<file path="src/hdl/lakc_pkg.sv">
package lakc_pkg;

  localparam int ENTRIES    = 8;
  localparam int KEY_BITS   = 64;
  localparam int AGE_BITS   = 32;
  localparam int IDX_BITS   = (ENTRIES > 1) ? $clog2(ENTRIES) : 1;
  localparam int QDEPTH     = 2;
  localparam int QPTR_BITS  = (QDEPTH > 1) ? $clog2(QDEPTH) : 1;
  localparam int QCNT_BITS  = $clog2(QDEPTH + 1);

  localparam logic [AGE_BITS-1:0] AGE_MAX = '1;

  typedef struct packed {
    logic        kind;
    logic [63:0] key;
  } item_t;

  typedef struct packed {
    logic        hit;
    logic [2:0]  slot;
    logic        evicted;
    logic [62:0] evicted_key;
    logic        bad_key;
    logic        age_full;
  } result_t;

  // classified word handed from front to back
  typedef struct packed {
    logic                flush;
    logic                neg;
    logic [KEY_BITS-1:0] key;
  } cmd_t;

  function automatic logic [2:0] to_slot(input logic [IDX_BITS-1:0] idx);
    logic [IDX_BITS+2:0] w;
    w = {3'b000, idx};
    return w[2:0];
  endfunction

  // stored keys are never negative, so narrowing to 63 bits is exact
  function automatic logic [62:0] to_ekey(input logic [KEY_BITS-1:0] k);
    logic [63:0] w;
    w = '0;
    w[KEY_BITS-1:0] = k;
    return w[62:0];
  endfunction

endpackage

</file>
<file path="src/hdl/lru_age_key_cache_unit.sv">
// channel | ports                          | handshake
// input   | start, busy, item_i            | taken when start && !busy
// result  | result_valid_o, result_o       | one-cycle strobe, no back-pressure
//
// Lookup: from queue pop to result, a serial scan of the entry table, one
// entry per cycle, then the update state.
// Flush: the result is registered and appears in the cycle after the queue pop.
// A two-word queue sits between intake and the scan engine; busy is high
// while it is full. Reset clears all ages and the age counter at once.
module lru_age_key_cache_unit
  import lakc_pkg::*;
(
  input  logic    clk_i,
  input  logic    rst_ni,
  input  logic    start,
  output logic    busy,
  input  item_t   item_i,
  output result_t result_o,
  output logic    result_valid_o
);

  logic push, full, q_valid, pop;
  cmd_t cmd_in, cmd_out;

  lakc_front u_front (
    .start_i (start),
    .item_i  (item_i),
    .full_i  (full),
    .push_o  (push),
    .cmd_o   (cmd_in)
  );

  lakc_queue u_queue (
    .clk_i   (clk_i),
    .rst_ni  (rst_ni),
    .push_i  (push),
    .cmd_i   (cmd_in),
    .pop_i   (pop),
    .full_o  (full),
    .valid_o (q_valid),
    .cmd_o   (cmd_out)
  );

  lakc_back u_back (
    .clk_i          (clk_i),
    .rst_ni         (rst_ni),
    .valid_i        (q_valid),
    .cmd_i          (cmd_out),
    .pop_o          (pop),
    .result_o       (result_o),
    .result_valid_o (result_valid_o)
  );

  assign busy = full;

endmodule

</file>
<file path="src/hdl/lakc_front.sv">
module lakc_front
  import lakc_pkg::*;
(
  input  logic  start_i,
  input  item_t item_i,
  input  logic  full_i,
  output logic  push_o,
  output cmd_t  cmd_o
);

  assign push_o    = start_i && !full_i;
  assign cmd_o.flush = item_i.kind;
  assign cmd_o.key   = item_i.key[KEY_BITS-1:0];
  assign cmd_o.neg   = item_i.key[KEY_BITS-1];

endmodule

</file>
<file path="src/hdl/lakc_queue.sv">
module lakc_queue
  import lakc_pkg::*;
(
  input  logic clk_i,
  input  logic rst_ni,
  input  logic push_i,
  input  cmd_t cmd_i,
  input  logic pop_i,
  output logic full_o,
  output logic valid_o,
  output cmd_t cmd_o
);

  cmd_t                 mem_q [QDEPTH];
  logic [QPTR_BITS-1:0] wptr_q, wptr_d, rptr_q, rptr_d;
  logic [QCNT_BITS-1:0] cnt_q, cnt_d;

  function automatic logic [QPTR_BITS-1:0] inc_ptr(input logic [QPTR_BITS-1:0] p);
    return (p == QPTR_BITS'(QDEPTH - 1)) ? '0 : p + 1'b1;
  endfunction

  assign full_o  = (cnt_q == QCNT_BITS'(QDEPTH));
  assign valid_o = (cnt_q != '0);
  assign cmd_o   = mem_q[rptr_q];

  always_comb begin
    wptr_d = push_i ? inc_ptr(wptr_q) : wptr_q;
    rptr_d = pop_i ? inc_ptr(rptr_q) : rptr_q;
    cnt_d  = cnt_q;
    if (push_i && !pop_i) begin
      cnt_d = cnt_q + 1'b1;
    end else if (pop_i && !push_i) begin
      cnt_d = cnt_q - 1'b1;
    end
  end

  always_ff @(posedge clk_i or negedge rst_ni) begin
    if (!rst_ni) begin
      wptr_q <= '0;
      rptr_q <= '0;
      cnt_q  <= '0;
    end else begin
      wptr_q <= wptr_d;
      rptr_q <= rptr_d;
      cnt_q  <= cnt_d;
    end
  end

  always_ff @(posedge clk_i) begin
    if (push_i) begin
      mem_q[wptr_q] <= cmd_i;
    end
  end

  a_no_overflow: assert property (@(posedge clk_i) disable iff (!rst_ni)
    push_i |-> !full_o) else $error("queue push while full");
  a_no_underflow: assert property (@(posedge clk_i) disable iff (!rst_ni)
    pop_i |-> valid_o) else $error("queue pop while empty");
  a_count_range: assert property (@(posedge clk_i) disable iff (!rst_ni)
    cnt_q <= QCNT_BITS'(QDEPTH)) else $error("queue count out of range");

endmodule

</file>
<file path="src/hdl/lakc_back.sv">
module lakc_back
  import lakc_pkg::*;
(
  input  logic    clk_i,
  input  logic    rst_ni,
  input  logic    valid_i,
  input  cmd_t    cmd_i,
  output logic    pop_o,
  output result_t result_o,
  output logic    result_valid_o
);

  typedef enum logic [1:0] {ST_IDLE, ST_SCAN, ST_UPD} state_e;

  state_e               st_q;
  cmd_t                 cmd_q;
  logic [IDX_BITS-1:0]  idx_q;
  logic                 found_q;
  logic [IDX_BITS-1:0]  fidx_q, midx_q;
  logic [AGE_BITS-1:0]  min_age_q;
  logic [KEY_BITS-1:0]  min_key_q;
  logic [AGE_BITS-1:0]  ctr_q;
  logic [AGE_BITS-1:0]  age_q [ENTRIES];
  logic [KEY_BITS-1:0]  key_q [ENTRIES];
  result_t              res_q;
  logic                 res_valid_q;

  logic [AGE_BITS-1:0]  age_rd, ctr_nxt;
  logic [KEY_BITS-1:0]  key_rd;
  logic                 match, take_min, last, alloc;

  assign pop_o   = (st_q == ST_IDLE) && valid_i;
  assign age_rd  = age_q[idx_q];
  assign key_rd  = key_q[idx_q];
  assign match   = (age_rd != '0) && (key_rd == cmd_q.key);
  assign take_min = (idx_q == '0) || (age_rd < min_age_q);
  assign last    = (idx_q == IDX_BITS'(ENTRIES - 1));
  assign ctr_nxt = (ctr_q == AGE_MAX) ? ctr_q : ctr_q + 1'b1;
  assign alloc   = (st_q == ST_UPD) && !found_q && !cmd_q.neg;

  always_ff @(posedge clk_i) begin
    if (alloc) begin
      key_q[midx_q] <= cmd_q.key;
    end
  end

  always_ff @(posedge clk_i or negedge rst_ni) begin
    if (!rst_ni) begin
      st_q        <= ST_IDLE;
      cmd_q       <= '0;
      idx_q       <= '0;
      found_q     <= 1'b0;
      fidx_q      <= '0;
      midx_q      <= '0;
      min_age_q   <= '0;
      min_key_q   <= '0;
      ctr_q       <= '0;
      res_q       <= '0;
      res_valid_q <= 1'b0;
      for (int i = 0; i < ENTRIES; i++) begin
        age_q[i] <= '0;
      end
    end else begin
      case (st_q)
        ST_IDLE: begin
          res_valid_q <= valid_i && cmd_i.flush;
          if (valid_i) begin
            if (cmd_i.flush) begin
              for (int i = 0; i < ENTRIES; i++) begin
                age_q[i] <= '0;
              end
              res_q <= '{hit: 1'b0, slot: 3'd0, evicted: 1'b0, evicted_key: '0,
                         bad_key: 1'b0, age_full: (ctr_q == AGE_MAX)};
            end else begin
              cmd_q   <= cmd_i;
              idx_q   <= '0;
              found_q <= 1'b0;
              st_q    <= ST_SCAN;
            end
          end
        end
        ST_SCAN: begin
          res_valid_q <= 1'b0;
          if (match && !found_q) begin
            found_q <= 1'b1;
            fidx_q  <= idx_q;
          end
          if (take_min) begin
            min_age_q <= age_rd;
            min_key_q <= key_rd;
            midx_q    <= idx_q;
          end
          if (last) begin
            st_q <= ST_UPD;
          end else begin
            idx_q <= idx_q + 1'b1;
          end
        end
        ST_UPD: begin
          res_valid_q <= 1'b1;
          st_q        <= ST_IDLE;
          if (found_q) begin
            age_q[fidx_q] <= ctr_nxt;
            ctr_q         <= ctr_nxt;
            res_q <= '{hit: 1'b1, slot: to_slot(fidx_q), evicted: 1'b0,
                       evicted_key: '0, bad_key: 1'b0,
                       age_full: (ctr_nxt == AGE_MAX)};
          end else if (cmd_q.neg) begin
            res_q <= '{hit: 1'b0, slot: 3'd0, evicted: 1'b0, evicted_key: '0,
                       bad_key: 1'b1, age_full: (ctr_q == AGE_MAX)};
          end else begin
            age_q[midx_q] <= ctr_nxt;
            ctr_q         <= ctr_nxt;
            res_q <= '{hit: 1'b0, slot: to_slot(midx_q),
                       evicted: (min_age_q != '0),
                       evicted_key: (min_age_q != '0) ? to_ekey(min_key_q) : '0,
                       bad_key: 1'b0, age_full: (ctr_nxt == AGE_MAX)};
          end
        end
        default: begin
          res_valid_q <= 1'b0;
          st_q        <= ST_IDLE;
        end
      endcase
    end
  end

  assign result_o       = res_q;
  assign result_valid_o = res_valid_q;

  a_bad_is_clean: assert property (@(posedge clk_i) disable iff (!rst_ni)
    res_valid_q && res_q.bad_key |-> !res_q.hit && !res_q.evicted)
    else $error("bad key word carries hit or eviction");
  a_age_monotonic: assert property (@(posedge clk_i) disable iff (!rst_ni)
    1'b1 |=> ctr_q >= $past(ctr_q)) else $error("age counter went backwards");
  a_result_source: assert property (@(posedge clk_i) disable iff (!rst_ni)
    res_valid_q |-> $past(st_q == ST_UPD) || $past(pop_o && cmd_i.flush))
    else $error("result without a finished item");

endmodule

</file>
<file path="config.mk">
export PLATFORM = sky130hd
export DESIGN_NAME = lru_age_key_cache_unit
export DESIGN_NICKNAME = d
export VERILOG_FILES = /design/src/hdl/lakc_pkg.sv /design/src/hdl/lru_age_key_cache_unit.sv /design/src/hdl/lakc_front.sv /design/src/hdl/lakc_queue.sv /design/src/hdl/lakc_back.sv
export SDC_FILE = /design/constraint.sdc
export NUM_CORES = 1
export LEC_CHECK = 0
export BUFFER_PORTS_ARGS = -buffer_cell sky130_fd_sc_hd__buf_2
export CORE_UTILIZATION = 49
export CTS_CLUSTER_DIAMETER = 60
export DETAILED_ROUTE_END_ITERATION = 10
export GPL_TIMING_DRIVEN = 0
export PLACE_DENSITY = 0.65
export SYNTH_ARGS = -nofsm -noshare
export SYNTH_HDL_FRONTEND = slang
export SYNTH_SLANG_ARGS = --single-unit
</file>
<file path="constraint.sdc">
create_clock -name clk_i -period 14.1 [get_ports clk_i]
set_input_delay 2.115 -clock clk_i [delete_from_list [all_inputs] [get_ports clk_i]]
set_output_delay 2.115 -clock clk_i [all_outputs]
set_load 0.01 [all_outputs]
</file>
Word level (Yosys, flattened, before mapping)
Memories as Yosys holds them, arrays and structs flattened.
Index checks and enable logic that the tools add are counted.
W data, S select, Z words.
{ "op_classes": {"addsub": 6, "n_lt_le_gt_ge": 6, "eq_ne": 15, "n_mux": 44, "bitwise_logic": 4, "n_reduce_logical": 34} }
{ "op_table": {"columns": ["cell", "count"], "rows": [
  ["$mux W256", 4],
  ["$bwmux W256", 2],
  ["$pmux W256 S2", 1],
  ["$mux W32", 7],
  ["$mux W70", 3],
  ["$demux W32 S3", 2],
  ["$pmux W70 S2", 1],
  ["$bmux W32 S3", 1],
  ["$mux W69", 1],
  ["$eq A32 B32 Y1 const B", 2],
  ["$eq A64 B64 Y1", 1],
  ["$reduce_bool A32 Y1", 2],
  ["$mux W63", 1],
  ["$add A32 B1 Y32 const B", 1],
  ["$lt A32 B32 Y1", 1],
  ["$ge A4 B4 Y1 const B", 3],
  ["$not A3 Y4", 3],
  ["$reduce_and A4 Y1", 3],
  ["$logic_and A1 B1 Y1", 11],
  ["$mux W2", 5],
  ["$mux W1", 9],
  ["$mux W3", 3],
  ["$reduce_and A3 Y1", 3],
  ["$lt A4 B1 Y1 const B", 2],
  ["20 further kinds", 37]
]} }
{ "totals": {"reg_bits": 535, "ram_bits": 644, "input_bits": 68, "output_inout_bits": 72, "word_cells": 139, "mem_count": 2} }
{ "mem_list": {"columns": ["name", "depth", "word_bits", "rd", "rd_ports_with_merged_regs", "wr", "line", "text"], "rows": [
  ["u_back.key_q", 8, 64, 1, 0, 1, "lakc_back.sv:24", "logic [KEY_BITS-1:0] key_q [ENTRIES];"],
  ["u_queue.mem_q", 2, 66, 1, 0, 1, "lakc_queue.sv:14", "cmd_t mem_q [QDEPTH];"]
]} }

Depth between registers and ports, before layout
{ "logic_depth": {"ltp_word": 9, "mapped_depth": 19, "ltp_nobuf": 12} }

Cells and area by module
A second synthesis with hierarchy kept.
{ "hier_totals": {"hier_cells": 3208, "area_unflattened_um2": 48471.5} }
{ "by_module_without_submodules": {"columns": ["module", "instances", "cells_each", "area_each_um2", "seq_area_each_um2"], "rows": [
  ["lakc_back", 1, 2920, 42897.4, 28662.5],
  ["lakc_queue", 1, 221, 5064.9, 4063.9],
  ["lakc_front", 1, 67, 509.2, 0.0]
]} }

Worst setup path before layout
Ideal clock, no wire load.
{ "synth_path": {"path_kind": "input to register", "start": "in start", "end": "mem u_queue.mem_q[0][0] in the netlist's numbering, enable pin", "setup_ps": 488, "t_arrival_ps": 4921, "required_ps": 13612, "setup_slack_ps": 8691, "cell_stages": 2, "path_buffers": 0, "cell_sequence": "nand2_1 -> nor2_1"} }
{ "synth_between": {"elab_chain_len": 3} }
{ "synth_lines": {"columns": ["item", "line", "text"], "rows": [
  ["start: declaration", "lru_age_key_cache_unit.sv:15", "input logic start,"],
  ["$logic_and A1 B1 Y1", "lakc_front.sv:11", "assign push_o = start_i && !full_i;"],
  ["$mux W1", "lakc_queue.sv:50", "if (push_i) begin"],
  ["$mux W1 (implied by the code)", "lakc_queue.sv:51", "mem_q[wptr_q] <= cmd_i;"],
  ["end: declaration", "lakc_queue.sv:14", null]
]} }
No other way between the ends.

Final worst setup path
{ "layout_path": {"start": "reg u_back.idx_q[2]", "end": "reg u_back.min_key_q[36]"} }
{ "layout_between": {"elab_chain_len": 7, "word_cells_on_any_way": 9, "cone_classes": "1 x order compare; 3 x mux; 1 x bitwise; 3 x reduce/logical; 1 x memory"} }
{ "layout_lines": {"columns": ["item", "line", "text"], "rows": [
  ["start: declaration", "lakc_back.sv:17", "logic [IDX_BITS-1:0] idx_q;"],
  ["start signal: assignment", "lakc_back.sv:96", "idx_q <= idx_q + 1'b1;"],
  ["$not A3 Y4 (implied by the code)", "lakc_back.sv:33", "assign age_rd = age_q[idx_q];"],
  ["$bmux W32 S3", "lakc_back.sv:33", null],
  ["$mux W32 (implied by the code) (2 in series)", "lakc_back.sv:33", null],
  ["via u_back.age_rd[31]", "lakc_back.sv:28", "logic [AGE_BITS-1:0] age_rd, ctr_nxt;"],
  ["$lt A32 B32 Y1", "lakc_back.sv:36", "assign take_min = (idx_q == '0) || (age_rd < min_age_q);"],
  ["$logic_or A1 B1 Y1", "lakc_back.sv:36", null],
  ["$reduce_and A2 Y1 (no source line)", null, null],
  ["end signal: assignment", "lakc_back.sv:90", "min_key_q <= key_rd;"],
  ["end: declaration", "lakc_back.sv:21", "logic [KEY_BITS-1:0] min_key_q;"]
]} }
The timed path passes the listed nets, and every way through them passes these cells. The select of a mux whose other input is x is not followed.
A chain may end at the register's enable or synchronous reset.

==> flow_metrics.env <==
export IMPL_synth_top_area_frac=0.405
export IMPL_design_area_um2=54500
export IMPL_grt_pass1_wl_mm=199
export IMPL_antenna_found_initial=4
export IMPL_yosysUniqueCellTypes=63
export IMPL_cp_start_kind="register"
export IMPL_place_inst=4564
export IMPL_ys_seq_area_frac=0.686
export IMPL_synth_area_leaders="edfxtp_1 (40%), dfrtp_1 (28%), mux4_2 (7.5%)"
export IMPL_place_hpwl_mm=93.7
export IMPL_report_final_slew_viol_count=0
export IMPL_wl_per_cell_um=28.4
export IMPL_synth_avg_cell_area_um2=15.2
export IMPL_clock_sinks=1176
export IMPL_endpoint_kind="register"
export IMPL_required_ps=14700
export IMPL_cts_max_level=3
export IMPL_path_clk_slew_ps=60
export IMPL_cts_resized=0
export IMPL_rsz0062_at_grt="no"
export IMPL_netlist_area_um2=47600
export IMPL_power_mw=10.4
export IMPL_cts_setup_buffers=0
export IMPL_cts_inserted_buffers=119
export IMPL_grt_start_max_net_pins=130
export IMPL_path_max_fanout=10
export IMPL_synth_commonest_cells="edfxtp_1 (642), dfrtp_1 (534), nand2_1 (419)"
export IMPL_dpl_cell_area_um2=50600
export IMPL_min_period_ps=6500
export IMPL_power_density_nw_per_um2=190
export IMPL_use_met3=0.0537
export IMPL_vias=29055
export IMPL_drtAntennaViolNets=0
export IMPL_die_area_um2=98400
export IMPL_area_delta_synth_final_pct=14.5
export IMPL_min_path_cells=2
export IMPL_synth_edf_count=642
export IMPL_max_slew_margin=0.00255
export IMPL_cap_viol_max_count=1
export IMPL_globalRouteMet2Util=0.443
export IMPL_final_layout_size_suffix_gt1_frac=0.206
export IMPL_post_layout_nonfiller_instances=4790
export IMPL_netlist_instances=3131
export IMPL_met1_usage=0.382
export IMPL_violations="max-capacitance violations"
export IMPL_vdd_drop_max_mv=0.143
export IMPL_num_rows=113
export IMPL_start_util=0.498
export IMPL_drc=0
export IMPL_cellLeakagePower_nw=21.3
export IMPL_wl_mm=136
export IMPL_cts_buffer_depth=3
export IMPL_synth_net_count=3235
export IMPL_drt_vias_per_instance=6.07
export IMPL_drtIter0Drc=3199
export IMPL_die_w_um=314
export IMPL_grt_pass1_vias=29627
export IMPL_cts_tree="built"
export IMPL_worstMarginPinSlew_ps=1500
export IMPL_place_gp_congestion=0.906
export IMPL_status="complete, but fails checks"
export IMPL_numPortBuffers=139
export IMPL_coreArea_um2=95600
export IMPL_clkLatencyLatePin_ps=740
export IMPL_setup_tns_ps=0
export IMPL_hold_viol=0
export IMPL_drtPass1Iterations=6
export IMPL_yosysMostFrequentCell="edfxtp_1"
export IMPL_io_pins=140
export IMPL_dieHeight_um=314
export IMPL_yosys_area_top_type="edfxtp_1"
export IMPL_setup_violations=0
export IMPL_hold_buffers=0
export IMPL_synth_ff_type="edfxtp_1"
export IMPL_worst_endpoint_arrival_ps=7100
export IMPL_hold_class="reg -> reg"
export IMPL_r2r_setup_slack_ps=7600
export IMPL_gr_total_overflow=0
export IMPL_fmaxAchievable_mhz=154
export IMPL_ys_ff_latch=1176
export IMPL_holdWs_ps=476
export IMPL_reg2reg_depth=16
export IMPL_critical_path_class="reg -> reg"
export IMPL_synthArstFlopShare=0.454
export IMPL_finalNetCount=3524
export IMPL_top_usage_layer="met2"
export IMPL_period_share=0.461
export IMPL_track_usage=0.280
export IMPL_finalClockSkew_ps=59.8
export IMPL_cts_root_buf="clkbuf_16"
export IMPL_synth_warnings=0
==> layer usage <==
metal,routed length [um],vias up
li1,-,12289
met1,54200,15043
met2,64200,1443
met3,11600,278
met4,5970,2
met5,8,-
==> flip-flops by register name, indices dropped and copies added, names as in the netlist <==
name                   cells
u_back.key_q             512
u_back.fidx_q              3
u_back.min_key_q          63
u_back.result_o           70
u_back.cmd_q              64
u_back.min_age_q          32
u_back.idx_q               3
u_queue.wptr_q             1
u_queue.cnt_q              2
u_back.ctr_q              32
u_queue.mem_q            130
u_back.age_q             256
u_queue.rptr_q             1
u_back.midx_q              3
u_back.found_q             1
u_back.result_valid_o      1
u_back.st_q                2
==> layout by cell type, fill, tap and decap left out, drive strengths merged, types with 24 or more instances in the layout <==
cell,n
ha,36
xor2,53
mux2i,133
xnor2,65
nand4,31
clkinv,50
mux2,147
dfrtp,534
clkbuf,261
inv,48
nand2,419
a22o,87
o21ai,324
buf,240
edfxtp,642
nor2,68
mux4,160
nor4,24
a221oi,31
==> layout make-up <==
cell class              instances  area, um^2
fillers                      7453       41100
flip-flops and latches       1176       32600
multi-input cells            1737       14100
clock buffers                 161        3270
well taps                    1265        1580
repair buffers                168        1380
plain buffers                 172         803
clock inverters                63         604
inverters                      46         173
diodes                          2        5.00
==> cell families after synthesis <==
| logic type | Yosys count | synth area share |
|---|---|---|
| AOI/OAI and AO/OA | 499 | 0.0644 |
| xor gates and xnor gates | 118 | 0.0217 |
| adders and majority gates | 36 | 0.00946 |
| buffers and inverters | 218 | 0.0204 |
| DFF | 1176 | 0.686 |
| muxes | 440 | 0.139 |
| and+or+nand+nor | 644 | 0.0597 |
==> power breakdown <==
part / internal (mW) / switching [mW] / leakage [nW]
clock: 1.76 / 1.36 / 1.90
sequential: 4.15 / 0.428 / 13.1
combinational: 0.982 / 1.71 / 6.39
total: 6.89 / 3.50 / 21.3
==> path summary, 6_finish.rpt <==
| check | startpoint | endpoint |
|---|---|---|
| min in group asynchronous | rst_ni | u_back.ctr_q[29]$_DFFE_PN0P_ |
| setup / recovery | u_back.idx_q[2]$_DFFE_PN0P_ | u_back.min_key_q[36]$_DFFE_PN0P_ |
| hold reg to reg | u_back.age_q[201]$_DFFE_PN0P_ | u_back.age_q[201]$_DFFE_PN0P_ |
| setup reg to reg | u_back.idx_q[2]$_DFFE_PN0P_ | u_back.min_key_q[36]$_DFFE_PN0P_ |
| hold / removal | u_back.age_q[201]$_DFFE_PN0P_ | u_back.age_q[201]$_DFFE_PN0P_ |
| max in group asynchronous | rst_ni | u_back.cmd_q[41]$_DFFE_PN0P_ |
==> worst max-delay path, cell delays in order (launching register included) <==
cell and delay [ps]:
dfrtp_1 450, buf_2 320, buf_2 440, buf_1 1110, clkbuf_1 560, mux2_2 450, ha_1 330, nand4_1 100
nor3_1 250, o21ai_0 120, o21a_1 180, o21ai_1 230, nor2b_1 190, clkbuf_1 380, buf_2 360, buf_2 500
mux2_2 390
==> through the flow <==
step,utilization,setup WS [ps]
final,0.570,7600
after global routing,0.570,7420
after CTS,0.570,7680
after detailed placement,0.530,7730
after global placement,0.522,159
after floorplan,-,8690
Note: power is estimated with default switching activity, not from simulation.
